[src/sv/lmtc_pkg.sv]
`timescale 1ns / 1ps
// ----------------------------------------------------------------------------
// LCD mode timing controller - shared definitions
// Command and mode codes, timing constants, state and result words.
// ----------------------------------------------------------------------------
package lmtc_pkg;

   // Frame geometry
   localparam int VISIBLE_LINES = 144;
   localparam int TOTAL_LINES   = 154;

   localparam logic [7:0] VISIBLE_LINE_NUM = 8'(VISIBLE_LINES);
   localparam logic [8:0] TOTAL_LINE_NUM   = 9'(TOTAL_LINES);

   // Clocks spent in each mode
   localparam logic [15:0] OAM_CLOCKS    = 16'd80;
   localparam logic [15:0] XFER_CLOCKS   = 16'd172;
   localparam logic [15:0] HBLANK_CLOCKS = 16'd204;
   localparam logic [15:0] LINE_CLOCKS   = 16'd456;
   localparam logic [15:0] TICK_MAX      = 16'hFFFF;

   // Control byte layout
   localparam logic [7:0] CTRL_RESET      = 8'h91;
   localparam int         CTRL_LCD_ON_BIT = 7;
   localparam int         CTRL_SPRITE_BIT = 1;

   // Status write: enables sit in bits 3 to 6
   localparam int STAT_EN_LSB = 3;
   localparam int STAT_EN_LINE_MATCH = 3;

   // Commands
   localparam logic [2:0] CMD_TICK      = 3'd0;
   localparam logic [2:0] CMD_CTRL      = 3'd1;
   localparam logic [2:0] CMD_LINE_RST  = 3'd2;
   localparam logic [2:0] CMD_STAT_EN   = 3'd3;
   localparam logic [2:0] CMD_CMP_LINE  = 3'd4;

   // Modes
   localparam logic [1:0] MODE_HBLANK = 2'd0;
   localparam logic [1:0] MODE_VBLANK = 2'd1;
   localparam logic [1:0] MODE_OAM    = 2'd2;
   localparam logic [1:0] MODE_XFER   = 2'd3;

   typedef struct packed {
      logic [1:0]  mode;
      logic [7:0]  line;
      logic [15:0] tick;
      logic        lcd_on;
      logic        sprites_on;
      logic [3:0]  stat_en;
      logic [7:0]  cmp_line;
      logic        coincide;
   } state_type;

   localparam state_type STATE_RESET = '{
      mode:       MODE_HBLANK,
      line:       8'd0,
      tick:       16'd0,
      lcd_on:     CTRL_RESET[CTRL_LCD_ON_BIT],
      sprites_on: CTRL_RESET[CTRL_SPRITE_BIT],
      stat_en:    4'd0,
      cmp_line:   8'd0,
      coincide:   1'b0
   };

   typedef struct packed {
      logic [1:0] mode;
      logic [7:0] line;
      logic [6:0] status_byte;
      logic       vblank_irq;
      logic       stat_irq;
      logic       render_line;
      logic       frame_done;
      logic       render_sprites;
   } result_type;

   typedef struct packed {
      logic [2:0] cmd;
      logic [9:0] clocks;
      logic [7:0] data;
   } item_type;

endpackage

[src/sv/lmtc_in_reg.sv]
`timescale 1ns / 1ps
// ----------------------------------------------------------------------------
// LCD mode timing controller - input register
// Captures one request word; stalls the sender while the held word waits.
// ----------------------------------------------------------------------------
module lmtc_in_reg (
   input  logic               clock,
   input  logic               reset,
   input  logic               req_valid,
   output logic               req_stall,
   input  logic [2:0]         req_cmd,
   input  logic [9:0]         req_clocks,
   input  logic [7:0]         req_data,
   input  logic               advance,
   output logic               item_valid,
   output lmtc_pkg::item_type item
);

   logic               valid_ff;
   logic               valid_in;
   lmtc_pkg::item_type item_ff;
   lmtc_pkg::item_type item_in;
   logic               load;

   assign load      = !valid_ff || advance;
   assign req_stall = !load;
   assign valid_in  = load ? req_valid : valid_ff;

   always_comb begin
      item_in = item_ff;
      if (load && req_valid) begin
         item_in.cmd    = req_cmd;
         item_in.clocks = req_clocks;
         item_in.data   = req_data;
      end
   end

   always_ff @(posedge clock) begin
      if (reset) begin
         valid_ff <= 1'b0;
      end else begin
         valid_ff <= valid_in;
      end
      item_ff <= item_in;
   end

   assign item_valid = valid_ff;
   assign item       = item_ff;

endmodule

[src/sv/lmtc_step.sv]
`timescale 1ns / 1ps
// ----------------------------------------------------------------------------
// LCD mode timing controller - step logic
// Next state and result word for one command against the present state.
// ----------------------------------------------------------------------------
module lmtc_step (
   input  lmtc_pkg::state_type  cur,
   input  lmtc_pkg::item_type   item,
   output lmtc_pkg::state_type  nxt,
   output lmtc_pkg::result_type res
);

   logic [16:0] tick_sum;
   logic [15:0] tick_sat;
   logic [8:0]  line_inc;
   logic [7:0]  line_next;
   logic        changed;
   logic        vb_irq;
   logic        rline;
   logic        rspr;
   logic        st_irq;
   logic        lcd_on_req;

   assign tick_sum = {1'b0, cur.tick} + {7'd0, item.clocks};
   assign tick_sat = tick_sum[16] ? lmtc_pkg::TICK_MAX : tick_sum[15:0];
   assign line_inc = {1'b0, cur.line} + 9'd1;
   // wrap once the frame's line count is reached
   assign line_next = (line_inc >= lmtc_pkg::TOTAL_LINE_NUM) ? 8'd0 : line_inc[7:0];
   assign lcd_on_req = item.data[lmtc_pkg::CTRL_LCD_ON_BIT];

   always_comb begin
      nxt     = cur;
      changed = 1'b0;
      vb_irq  = 1'b0;
      rline   = 1'b0;
      rspr    = 1'b0;
      st_irq  = 1'b0;
      case (item.cmd)
         lmtc_pkg::CMD_TICK: begin
            if (!cur.lcd_on) begin
               nxt.tick     = 16'd0;
               nxt.line     = 8'd0;
               nxt.mode     = lmtc_pkg::MODE_VBLANK;
               nxt.coincide = 1'b0;
            end else begin
               nxt.tick = tick_sat;
               case (cur.mode)
                  lmtc_pkg::MODE_HBLANK: begin
                     if (tick_sat >= lmtc_pkg::HBLANK_CLOCKS) begin
                        nxt.line = line_next;
                        changed  = 1'b1;
                        nxt.tick = tick_sat - lmtc_pkg::HBLANK_CLOCKS;
                        if (line_next == lmtc_pkg::VISIBLE_LINE_NUM) begin
                           nxt.mode = lmtc_pkg::MODE_VBLANK;
                           vb_irq   = 1'b1;
                           rspr     = cur.sprites_on;
                        end else begin
                           nxt.mode = lmtc_pkg::MODE_OAM;
                        end
                     end
                  end
                  lmtc_pkg::MODE_VBLANK: begin
                     if (tick_sat >= lmtc_pkg::LINE_CLOCKS) begin
                        nxt.tick = tick_sat - lmtc_pkg::LINE_CLOCKS;
                        // at line 0 vblank only hands over to OAM search
                        nxt.line = (cur.line == 8'd0) ? 8'd0 : line_next;
                        if (cur.line == 8'd0 || line_next == 8'd0) begin
                           nxt.mode = lmtc_pkg::MODE_OAM;
                           changed  = 1'b1;
                        end
                     end
                  end
                  lmtc_pkg::MODE_OAM: begin
                     if (tick_sat >= lmtc_pkg::OAM_CLOCKS) begin
                        nxt.mode = lmtc_pkg::MODE_XFER;
                        changed  = 1'b1;
                        nxt.tick = tick_sat - lmtc_pkg::OAM_CLOCKS;
                     end
                  end
                  default: begin
                     if (tick_sat >= lmtc_pkg::XFER_CLOCKS) begin
                        nxt.mode = lmtc_pkg::MODE_HBLANK;
                        changed  = 1'b1;
                        rline    = 1'b1;
                        nxt.tick = tick_sat - lmtc_pkg::XFER_CLOCKS;
                     end
                  end
               endcase
               nxt.coincide = (nxt.line == cur.cmp_line);
               if (changed && nxt.mode != lmtc_pkg::MODE_XFER
                   && cur.stat_en[nxt.mode]) begin
                  st_irq = 1'b1;
               end
               if (nxt.coincide && cur.stat_en[lmtc_pkg::STAT_EN_LINE_MATCH]) begin
                  st_irq = 1'b1;
               end
            end
         end
         lmtc_pkg::CMD_CTRL: begin
            nxt.sprites_on = item.data[lmtc_pkg::CTRL_SPRITE_BIT];
            nxt.lcd_on     = lcd_on_req;
            if (lcd_on_req && !cur.lcd_on) begin
               nxt.line = 8'd0;
               nxt.mode = lmtc_pkg::MODE_HBLANK;
               nxt.tick = 16'd0;
            end
         end
         lmtc_pkg::CMD_LINE_RST: begin
            nxt.line = 8'd0;
            nxt.tick = 16'd0;
            nxt.mode = lmtc_pkg::MODE_HBLANK;
         end
         lmtc_pkg::CMD_STAT_EN: begin
            nxt.stat_en = item.data[lmtc_pkg::STAT_EN_LSB +: 4];
         end
         lmtc_pkg::CMD_CMP_LINE: begin
            nxt.cmp_line = item.data;
         end
         default: begin
            // unused command: report present state
         end
      endcase

      res.mode           = nxt.mode;
      res.line           = nxt.line;
      res.status_byte    = {nxt.stat_en, nxt.coincide, nxt.mode};
      res.vblank_irq     = vb_irq;
      res.stat_irq       = st_irq;
      res.render_line    = rline;
      res.frame_done     = vb_irq;
      res.render_sprites = rspr;
   end

endmodule

[src/sv/lcd_mode_timing_controller_top.sv]
`timescale 1ns / 1ps
// ----------------------------------------------------------------------------
// LCD mode timing controller - top level
// Scan timing state, status byte and interrupt pulses for an LCD.
// ----------------------------------------------------------------------------
// Usage:
//   Request channel (req_*): one word per tick or register write; cmd selects
//   tick, control write, line reset, status enable write or compare write.
//   Result channel (rsp_*): exactly one word per request, in order, giving
//   mode, line, status byte and the one-word interrupt and render pulses.
//   Path: a word accepted is registered in the input register, stepped
//   against the timing state and registered in the result register for rsp_*.
//   Throughput: one word per cycle unless stalled; the step is a single
//   pass of compares and one subtract between the input and result registers.
//   Reset: timing state returns to hblank, line 0, LCD on, enables and
//   compare line cleared; both channels empty.
//   Stall: while rsp_stall holds a result, one further request is still
//   taken into the input register; req_stall rises only once that is full.
// ----------------------------------------------------------------------------
module lcd_mode_timing_controller_top (
   input  logic       clock,
   input  logic       reset,
   input  logic       req_valid,
   output logic       req_stall,
   input  logic [2:0] req_cmd,
   input  logic [9:0] req_clocks,
   input  logic [7:0] req_data,
   output logic       rsp_valid,
   input  logic       rsp_stall,
   output logic [1:0] rsp_mode,
   output logic [7:0] rsp_line,
   output logic [6:0] rsp_status_byte,
   output logic       rsp_vblank_irq,
   output logic       rsp_stat_irq,
   output logic       rsp_render_line,
   output logic       rsp_frame_done,
   output logic       rsp_render_sprites
);

   logic                 advance;
   logic                 item_valid;
   lmtc_pkg::item_type   item;
   lmtc_pkg::state_type  state_ff;
   lmtc_pkg::state_type  state_in;
   lmtc_pkg::state_type  step_state;
   lmtc_pkg::result_type step_res;
   lmtc_pkg::result_type res_ff;
   lmtc_pkg::result_type res_in;
   logic                 rsp_valid_ff;
   logic                 rsp_valid_in;
   logic                 take;

   assign advance = !rsp_valid_ff || !rsp_stall;
   assign take    = advance && item_valid;

   lmtc_in_reg u_in_reg (
      .clock      (clock),
      .reset      (reset),
      .req_valid  (req_valid),
      .req_stall  (req_stall),
      .req_cmd    (req_cmd),
      .req_clocks (req_clocks),
      .req_data   (req_data),
      .advance    (advance),
      .item_valid (item_valid),
      .item       (item)
   );

   lmtc_step u_step (
      .cur  (state_ff),
      .item (item),
      .nxt  (step_state),
      .res  (step_res)
   );

   assign state_in     = take ? step_state : state_ff;
   assign res_in       = take ? step_res : res_ff;
   assign rsp_valid_in = advance ? item_valid : rsp_valid_ff;

   always_ff @(posedge clock) begin
      if (reset) begin
         state_ff     <= lmtc_pkg::STATE_RESET;
         rsp_valid_ff <= 1'b0;
      end else begin
         state_ff     <= state_in;
         rsp_valid_ff <= rsp_valid_in;
      end
      res_ff <= res_in;
   end

   assign rsp_valid          = rsp_valid_ff;
   assign rsp_mode           = res_ff.mode;
   assign rsp_line           = res_ff.line;
   assign rsp_status_byte    = res_ff.status_byte;
   assign rsp_vblank_irq     = res_ff.vblank_irq;
   assign rsp_stat_irq       = res_ff.stat_irq;
   assign rsp_render_line    = res_ff.render_line;
   assign rsp_frame_done     = res_ff.frame_done;
   assign rsp_render_sprites = res_ff.render_sprites;

   // line stays inside the frame
   assert property (@(posedge clock) disable iff (reset)
      {1'b0, state_ff.line} < lmtc_pkg::TOTAL_LINE_NUM)
      else $error("line left the frame");

   // a tick with the panel off parks it in vblank at line 0
   assert property (@(posedge clock) disable iff (reset)
      take && item.cmd == lmtc_pkg::CMD_TICK && !state_ff.lcd_on
      |=> state_ff.mode == lmtc_pkg::MODE_VBLANK && state_ff.line == 8'd0
          && state_ff.tick == 16'd0)
      else $error("panel off tick did not park in vblank");

   // frame end only on entry to vblank at the first hidden line
   assert property (@(posedge clock) disable iff (reset)
      rsp_valid_ff && res_ff.frame_done
      |-> res_ff.mode == lmtc_pkg::MODE_VBLANK
          && res_ff.line == lmtc_pkg::VISIBLE_LINE_NUM)
      else $error("frame end outside vblank entry");

   // a rendered line always leaves the block in hblank
   assert property (@(posedge clock) disable iff (reset)
      rsp_valid_ff && res_ff.render_line |-> res_ff.mode == lmtc_pkg::MODE_HBLANK)
      else $error("render pulse outside hblank");

   // a held result does not move the timing state behind it
   assert property (@(posedge clock) disable iff (reset)
      rsp_valid_ff && rsp_stall |=> $stable(state_ff))
      else $error("state moved under a stalled result");

endmodule

[config.mk]
export PLATFORM = sky130hd
export DESIGN_NAME = lcd_mode_timing_controller_top
export DESIGN_NICKNAME = d
export VERILOG_FILES = /design/src/sv/lmtc_pkg.sv /design/src/sv/lmtc_in_reg.sv /design/src/sv/lmtc_step.sv /design/src/sv/lcd_mode_timing_controller_top.sv
export SDC_FILE = /design/constraint.sdc
export NUM_CORES = 1
export LEC_CHECK = 0
export BUFFER_PORTS_ARGS = -buffer_cell sky130_fd_sc_hd__buf_2
export CAP_MARGIN = 25
export CORE_AREA = 2 2 105 107
export CTS_CLUSTER_DIAMETER = 40
export DETAILED_ROUTE_END_ITERATION = 7
export DIE_AREA = 0 0 107 109
export PLACE_DENSITY = 0.88
export SLEW_MARGIN = 5
export SYNTH_ARGS = -nofsm -noshare
export SYNTH_HDL_FRONTEND = slang
export SYNTH_SLANG_ARGS = --single-unit
[constraint.sdc]
create_clock -name clock -period 6.7 [get_ports clock]
set_clock_uncertainty 0.15 [all_clocks]
set_input_delay 0.67 -clock clock [delete_from_list [all_inputs] [get_ports clock]]
set_output_delay 0.67 -clock clock [all_outputs]
set_load 0.01 [all_outputs]
# Yosys cells after proc, flatten, opt, wreduce, memory -nomap -nowiden
# Index checks and enable logic that the tools add are counted.
[word_totals]
out_inout_bits = 24
elab_cells = 107
ff_bits = 85
in_bits = 25
[classes]
magnitude_cmp = 6
n_reduce_logical = 26
n_eq_ne = 10
addsub = 6
mux = 37
bitwise = 2
[op_table]
columns = ["op", "n"]
rows = [
  ["$mux W26", 4],
  ["$pmux W26 S3", 1],
  ["$mux W16", 3],
  ["$pmux W16 S3", 1],
  ["$ge A16 B8 Y1 const B", 2],
  ["$mux W8", 4],
  ["$sub A16 B8 Y16 const B", 2],
  ["$add A16 B10 Y17", 1],
  ["$ge A16 B7 Y1 const B", 1],
  ["$ge A16 B9 Y1 const B", 1],
  ["$logic_not A8 Y1", 2],
  ["$pmux W8 S2", 1],
  ["$sub A16 B7 Y16 const B", 1],
  ["$sub A16 B9 Y16 const B", 1],
  ["$mux W1", 13],
  ["$mux W2", 6],
  ["$add A8 B1 Y9 const B", 1],
  ["$ge A9 B8 Y1 const B", 1],
  ["$eq A8 B8 Y1", 1],
  ["$eq A8 B8 Y1 const B", 1],
  ["$eq A3 B2 Y1 const B", 2],
  ["$logic_and A1 B1 Y1", 6],
  ["$pmux W2 S3", 1],
  ["$reduce_and A2 Y1", 3],
  ["20 further kinds", 27],
]

# Logic depth before layout (Yosys ltp)
# Gate-level depths: netlist of run 1.
[depth]
depth_word = 15
depth_mapped = 21
mapped_depth_nobuf = 19

# Modules after synthesis
# From an unflattened synthesis of run 1, not the netlist that was laid out.
[unflattened]
cells_unflattened = 782
hier_area_um2 = 7061.8
[modules_own_cells]
columns = ["module", "n_inst", "seq_area_each_um2", "cells_per_inst", "area_each_um2"]
rows = [
  ["lmtc_step", 1, 0.0, 552, 3811.2],
  ["lcd_mode_timing_controller_top", 1, 1501.4, 205, 2570.0],
  ["lmtc_in_reg", 1, 650.6, 25, 680.7],
]

# Worst setup path before layout of run 1
# OpenSTA, ideal clock, no wires.
[synth_timing]
path_kind = "reg-to-reg"
startpoint = "register u_in_reg.item_ff, in the netlist u_in_reg.item[8]"
endpoint = "register state_ff[0] (netlist name)"
t_arrival_ps = 4806
slack_ps = 1656
required_time_ps = 6462
setup_time_ps = 88
period_less_slack_ps = 5044
n_path_buf = 2
path_stages_with_launch = 20
path_cell_list = "edfxtp_1 ha_1 fa_1 a211o_1 a2111oi_4 o21ai_2 clkbuf_1 nor2_1 inv_1 ha_1 a21boi_0 nand2b_1 o22ai_1 nor4_1 a41o_1 clkbuf_1 nand4_1 a221oi_2 nand4_1 o32ai_2"
[synth_via]
elab_chain_len = 10
word_cells_on_any_way = 12
classes_between = "add/sub (1); order compare (2); eq/ne (1); mux (8)"
[synth_lines]
columns = ["element", "line", "rtl"]
rows = [
  ["start: declaration", "lmtc_in_reg.sv:21", "lmtc_pkg::item_type item_ff;"],
  ["start signal: assignment", "lmtc_in_reg.sv:44", "item_ff <= item_in;"],
  ["$add A16 B10 Y17 *", "lmtc_step.sv:24", "assign tick_sum = {1'b0, cur.tick} + {7'd0, item.clocks};"],
  ["$mux W16 *", "lmtc_step.sv:25", "assign tick_sat = tick_sum[16] ? lmtc_pkg::TICK_MAX : tick_sum[15:0];"],
  ["$ge A16 B9 Y1 / $ge A16 B8 Y1 (equally long branches)", "lmtc_step.sv:63, lmtc_step.sv:49", ""],
  ["$mux W26, on equally long branches", "lmtc_step.sv:63, lmtc_step.sv:49", ""],
  ["$pmux W8 S2 *", "lmtc_step.sv:47", "case (cur.mode)"],
  ["$mux W8 *", "lmtc_step.sv:40", "if (!cur.lcd_on) begin"],
  ["$mux W8 *", "lmtc_step.sv:38", "case (item.cmd)"],
  ["$eq A8 B8 Y1 *", "lmtc_step.sv:89", "nxt.coincide = (nxt.line == cur.cmp_line);"],
  ["$mux W1 *", "lmtc_step.sv:40", ""],
  ["$mux W1 *", "lmtc_step.sv:38", ""],
  ["end signal: assignment", "lcd_mode_timing_controller_top.sv:82", "state_ff <= lmtc_pkg::STATE_RESET;"],
  ["end signal: assignment", "lcd_mode_timing_controller_top.sv:85", "state_ff <= state_in;"],
  ["end: declaration", "lcd_mode_timing_controller_top.sv:43", "lmtc_pkg::state_type state_ff;"],
]
# Mark *: on every way between the ends. The rest lies on a longest branch, timed or not. The select of a mux whose other input is x is not followed.
# A chain may end at the register's enable or synchronous reset.

# Worst setup path in the final report of run 1
# Ends and elaborated chain as after synthesis.

==> impl_metrics.json, run 1 <==
{
  "status": "finished clean",
  "grt-busiest-layer": "met2",
  "cts_resized": 0,
  "utilization": 0.639,
  "hold_path_end": "u_in_reg.item[3]$_DFFE_PP_",
  "hold_path.class": "in -> reg",
  "worst_pin_slew_ns": 1.06,
  "grtUsageMet1": 0.463,
  "critPathTopFamily": "compound AO/OA/AOI/OAI gates",
  "synth_edf_count": 40,
  "multiInputGateArea_um2": 3960,
  "drt_first_iter_violations": 685,
  "min-delay-start": "req_data[3]",
  "synth_nets": 796,
  "r2r_setup_slack_ns": 0.59,
  "slowest_delay_ns": 0.55,
  "synth_area_um2": 6280,
  "grtUsageTotal": 0.337,
  "cts_tree": "built",
  "reg2reg_to": "state_ff[0]$_SDFFE_PP0P_",
  "clock_latency_ns": 0.39,
  "syn_area_per_cell_um2": 8.39,
  "p_total_mw": 1.13,
  "synth_cell_types": 79,
  "crit_fanout": 14,
  "die_h_um": 109,
  "rsz0062_at_grt": "no",
  "cts_buffer_depth": 2,
  "holdPathStages": 1,
  "synth-seq-area-share": 0.328,
  "fin_crit_sh": 0.911,
  "max_cap_violations": 0,
  "post-place-ws_ns": 0.732,
  "grt_pass1_vias": 5894,
  "core_um2": 10600,
  "fin_tns_setup_ns": 0,
  "clkSinkCount": 83,
  "drc": 0,
  "n_fill_cell": 916,
  "cts_setup_buffers": 0,
  "path_class": "reg -> reg",
  "critPathBufInv": 1,
  "crit_chain": "ha_1 > fa_1 > a211o_1 > a2111oi_4 > o21a_1 > nand2_1 > clkinv_1 > ha_1 > a21boi_0 > nand2b_1 > o22ai_1 > nor4_1 > a41o_1 > nor2_1 > or3_1 > a221oi_2 > nand4_1 > o32ai_2",
  "most-common-layout-cells": "nand2_1 (79), nor2_1 (79), buf_2 (48)",
  "grt_pass1_wl_mm": 30.7,
  "antenna_found_initial": 0,
  "power_density_nw_per_um2": 167,
  "cts-root-buf": "clkbuf_8",
  "dp_hpwl_mm": 14.2,
  "critPathLaunchType": "flip-flop",
  "reg2reg_from": "u_in_reg.item[8]$_DFFE_PP_",
  "r2r_cells": 18,
  "gr-total-overflow": 0,
  "diodes": 0,
  "fmax_mhz": 164,
  "slew_viol_final": 0,
  "fp-row-count": 38,
  "clkTransAtPathRegs_ns": 0.12,
  "nets": 817,
  "synthCells": 748,
  "ctsHtreeMaxLevel": 3,
  "yosysWarnings": 0,
  "crit_required_ns": 6.86,
  "cts_buffers": 9,
  "yosys_most_used_dff": "dfxtp_1",
  "routed_wl_mm": 19.5,
  "hold_viol_final": 0,
  "vias_per_cell": 6.78,
  "vias": 6197,
  "cts_hold_buffers": 0,
  "synth-seq-cells": 83,
  "cpMaxStageDelayCell": "a2111oi_4",
  "die-area_um2": 11700,
  "met2_usage": 0.532,
  "use_met3": 0.0574,
  "layout_setup_ws_ns": 0.594,
  "end_kind": "flip-flop",
  "grt_max_degree": 39,
  "area_delta_synth_final_pct": 7.87,
  "async_flop_share": 0,
  "die_w_um": 107,
  "drtAntennaViolNets": 0,
  "start_util": 0.592,
  "arrival_ns": 6.27,
  "io_pins": 49,
  "first_pass_iters": 5,
  "p_leak_nw": 2.54,
  "irDropWorstVdd_v": 0.000145,
  "slew_headroom": 0.292,
  "finalSetupViolations": 0,
  "place.gp.congestion": 0.966,
  "port_buffers": 48,
  "hold_ws_ns": 0.303,
  "finalCriticalPeriod_ns": 6.11,
  "drive_above_1_share": 0.133,
  "cpMostUsedCell": "ha_1",
  "final-seq-area_um2": 2060,
  "wl_per_cell_um": 21.3
}
==> through the flow <==
stage / instances / area [µm²]
final: 914 / 6770
after global routing: 914 / 6770
after CTS: 912 / 6750
after detailed placement: 896 / 6550
after global placement: 896 / 6550
after floorplan: 748 / 6280
==> worst register-to-register path, stage by stage (launching register included) <==
cell       delay [ns]
edfxtp_1         0.39
ha_1             0.25
fa_1             0.46
a211o_1          0.37
a2111oi_4        0.55
o21a_1           0.44
nand2_1          0.29
clkinv_1         0.23
ha_1             0.29
a21boi_0         0.36
nand2b_1         0.18
o22ai_1          0.08
nor4_1           0.26
a41o_1           0.53
nor2_1           0.14
or3_1            0.34
a221oi_2         0.24
nand4_1          0.21
o32ai_2          0.28
==> metal layers <==
layer  wire [µm]  vias up  share of wire
met4         542        0          0.028
met3        1850       47          0.095
met1        8230     2932           0.42
li1            -     2858              -
met5           0        -              0
met2        8830      360           0.45
==> power breakdown <==
| group | switching [mW] | internal [mW] |
|---|---|---|
| sequential | 0.00997 | 0.549 |
| clock | 0.235 | 0.149 |
| combinational | 0.120 | 0.0657 |
==> cells by family after synthesis <==
| kind of cell | count (synthesis) | share of synthesized area |
|---|---|---|
| AND/OR/NAND/NOR | 296 | 0.234 |
| AO/OA/AOI/OAI | 218 | 0.252 |
| flip-flops | 83 | 0.328 |
| buffers and inverters | 64 | 0.0423 |
| XOR/XNOR | 38 | 0.0530 |
| multiplexers | 26 | 0.0433 |
| adder cells (fa/ha/maj) | 23 | 0.0470 |
==> worst max-delay path by stage <==
stage / depth (start not counted) / slack [ns] / start / end
6_report: 18 / 0.59 / u_in_reg.item[8]$_DFFE_PP_ / state_ff[0]$_SDFFE_PP0P_
5_1_grt: 18 / 0.19 / u_in_reg.item[8]$_DFFE_PP_ / rsp_stat_irq$_SDFFCE_PN0P_
4_1_cts: 18 / 0.73 / u_in_reg.item[8]$_DFFE_PP_ / state_ff[0]$_SDFFE_PP0P_
3_5_place_dp: 18 / 0.73 / u_in_reg.item[8]$_DFFE_PP_ / rsp_stat_irq$_SDFFCE_PN0P_
3_3_place_gp: 18 / 0.95 / u_in_reg.item[8]$_DFFE_PP_ / state_ff[0]$_SDFFE_PP0P_
2_1_floorplan: 19 / 1.66 / u_in_reg.item[8]$_DFFE_PP_ / state_ff[0]$_SDFFE_PP0P_
==> final cells by class <==
class,instances,share of cell area
Clock buffer,9,0.0183
Clock inverter,7,0.0113
Inverter,18,0.00998
Multi-Input combinational cell,601,0.585
Sequential cell,83,0.305
Tap cell,140,0.0259
Timing Repair Buffer,56,0.0455
==> registers in the layout, summed over array words and instances (netlist names) <==
register / cells
u_in_reg.item: 21
state_ff: 41
rsp_mode: 1
rsp_valid: 1
rsp_render_sprites: 1
rsp_render_line: 1
u_in_reg.item_valid: 1
rsp_line: 8
rsp_stat_irq: 1
rsp_frame_done: 1
rsp_status_byte: 6
==> cell usage after synthesis, drive strengths merged, types with 15 or more instances <==
| master | count | area, µm² |
|---|---|---|
| nand2 | 79 | 297 |
| nor2 | 79 | 297 |
| o21ai | 45 | 229 |
| dfxtp | 43 | 861 |
| a21oi | 40 | 200 |
| edfxtp | 40 | 1200 |
| nand3 | 32 | 165 |
| clkbuf | 31 | 116 |
| xnor2 | 23 | 201 |
| ha | 22 | 275 |
| nor3 | 22 | 121 |
| mux2i | 20 | 204 |
| inv | 16 | 60.1 |
| buf | 15 | 81.3 |
| xor2 | 15 | 131 |
Power figures use the tool's default switching activity.
==> run 2, diff against run 1 <==
Settings changed: CORE_AREA 2 2 105 107 to 2 2 148 150, DIE_AREA 0 0 107 109 to 0 0 150 152, PLACE_DENSITY 0.88 to 0.54.
==> run 2 against run 1 <==
- sequential cell count unchanged
- via count is 6.0% lower
- first-iteration DRC count is 37% lower
- global-route usage is 17 points lower
- clock power grew 34%
- sequential share of layout area fell by 1.4 points
- critical path type unchanged
- largest cell class unchanged
- largest power group unchanged
- highest routed layer unchanged
==> impl_metrics.json, run 2 (synthesis gave the netlist of run 1 again) <==
{
  "cts-root-buf": "clkbuf_16",
  "drive_above_1_share": 0.142,
  "crit_fanout": 19,
  "finalCriticalPeriod_ns": 5.96,
  "vias_per_cell": 5.48,
  "dp_hpwl_mm": 14.0,
  "slew_viol_final": 0,
  "grtUsageTotal": 0.170,
  "p_leak_nw": 2.62,
  "vias": 5823,
  "status": "finished clean",
  "fin_tns_setup_ns": 0,
  "post-place-ws_ns": 0.851,
  "path_class": "reg -> reg",
  "most-common-layout-cells": "nand2_1 (79), nor2_1 (79), buf_2 (48)",
  "clkTransAtPathRegs_ns": 0.07,
  "fin_crit_sh": 0.889,
  "cts_hold_buffers": 0,
  "drt_first_iter_violations": 431,
  "area_delta_synth_final_pct": 13.2,
  "gr-total-overflow": 0,
  "crit_required_ns": 6.82,
  "drc": 0,
  "cpMaxStageDelayCell": "a2111oi_4",
  "fp-row-count": 54,
  "finalSetupViolations": 0,
  "die-area_um2": 22800,
  "grt_pass1_vias": 5502,
  "nets": 825,
  "power_density_nw_per_um2": 177,
  "die_h_um": 152,
  "cts_buffer_depth": 2,
  "start_util": 0.294,
  "cts_resized": 0,
  "end_kind": "flip-flop",
  "hold_viol_final": 0,
  "clkSinkCount": 83,
  "wl_per_cell_um": 18.0,
  "first_pass_iters": 5,
  "slew_headroom": 0.392,
  "critPathLaunchType": "flip-flop",
  "crit_chain": "ha_1 > fa_1 > a211o_1 > a2111oi_4 > o21ai_2 > nor2_1 > inv_1 > ha_1 > a21boi_0 > nand2b_1 > o22ai_1 > nor4_1 > a41o_1 > nor2_1 > or3_1 > a221oi_2 > nand4_1 > o32ai_2",
  "startpoint": "u_in_reg.item[8]$_DFFE_PP_",
  "io_pins": 49,
  "cts_buffers": 9,
  "slowest_delay_ns": 0.56,
  "layout_setup_ws_ns": 0.743,
  "max_cap_violations": 0,
  "irDropWorstVdd_v": 0.000109,
  "ctsHtreeMaxLevel": 3,
  "die_w_um": 150,
  "port_buffers": 48,
  "largest_reg_flops": 41,
  "grt_pass1_wl_mm": 30.8,
  "place.gp.congestion": 0.901,
  "cts_tree": "built",
  "worst_pin_slew_ns": 0.911,
  "grt_max_degree": 39,
  "clock_latency_ns": 0.36,
  "arrival_ns": 6.07,
  "antenna_found_initial": 0,
  "fmax_mhz": 168,
  "cts_setup_buffers": 0,
  "rsz0062_at_grt": "no",
  "routed_wl_mm": 19.1,
  "r2r_setup_slack_ns": 0.74,
  "drtAntennaViolNets": 0,
  "crit_path_end": "state_ff[0]$_SDFFE_PP0P_",
  "core_um2": 21400,
  "regMostFlops": "state_ff",
  "reg2reg_from": "u_in_reg.item[8]$_DFFE_PP_",
  "diodes": 0,
  "r2r_cells": 18,
  "hold_path.class": "reg -> reg",
  "reg2reg_to": "state_ff[0]$_SDFFE_PP0P_"
}
[run 2: cell count changes in the layout (fill, tap and decap cells not counted), sizes merged]
cell,before,now
buf,56,64
[run 2: how the worst min path moves through the flow]
stage                              startpoint                          to  slack, ns  cells past startpoint
floorplan           state_ff[22]$_SDFFE_PP0P_   state_ff[22]$_SDFFE_PP0P_       0.28                      2
global placement    state_ff[15]$_SDFFE_PP0P_   state_ff[15]$_SDFFE_PP0P_       0.30                      2
detailed placement  state_ff[22]$_SDFFE_PP0P_   state_ff[22]$_SDFFE_PP0P_       0.30                      2
CTS                 state_ff[15]$_SDFFE_PP0P_   state_ff[15]$_SDFFE_PP0P_       0.32                      2
global route                      req_data[3]  u_in_reg.item[3]$_DFFE_PP_       0.33                      1
finish              state_ff[15]$_SDFFE_PP0P_   state_ff[15]$_SDFFE_PP0P_       0.32                      2
[run 2: report_power, final]
| group | total [mW] | internal [mW] | switching (mW) |
|---|---|---|---|
| Sequential | 0.558 | 0.549 | 0.00899 |
| Combinational | 0.185 | 0.0671 | 0.117 |
| Clock | 0.516 | 0.267 | 0.248 |
| Total | 1.26 | 0.884 | 0.375 |
[run 2: layout make-up]
type | count | area (µm²)
multi-input combinational | 601 | 3960
clock inverter | 7 | 78.8
fill | 2312 | 14200
tap | 280 | 350
timing repair buffer | 64 | 360
sequential | 83 | 2060
clock buffer | 9 | 225
inverter | 18 | 67.6
[run 2: critical path, delay by kind of cell (launching register included)]
kind                     cells  cell delay (ns)
AO/OA/AOI/OAI                8             2.74
adder cells (fa/ha/maj)      3             0.96
buffers and inverters        1             0.15
flip-flops                   1             0.37
AND/OR/NAND/NOR              6             1.50
[run 2: through the flow]
stage	power [mW]	hold WS (ns)	utilization	cell area (µm²)	cells
2_1_floorplan	0.696	0.279	-	6280	748
3_3_place_gp	0.752	0.296	0.318	6780	1044
3_5_place_dp	0.753	0.305	0.318	6790	1045
4_1_cts	1.27	0.316	0.332	7100	1061
5_1_grt	1.31	0.328	0.333	7100	1062
6_report	1.26	0.316	0.333	7100	1062
[run 2: layer usage]
layer / routed length (µm) / vias to the layer above / global-route usage
li1: - / 2869 / -
met1: 8880 / 2759 / 0.240
met5: 0 / - / 0
met3: 1000 / 22 / 0.0213
met4: 318 / 0 / 0.0499
met2: 8860 / 173 / 0.269
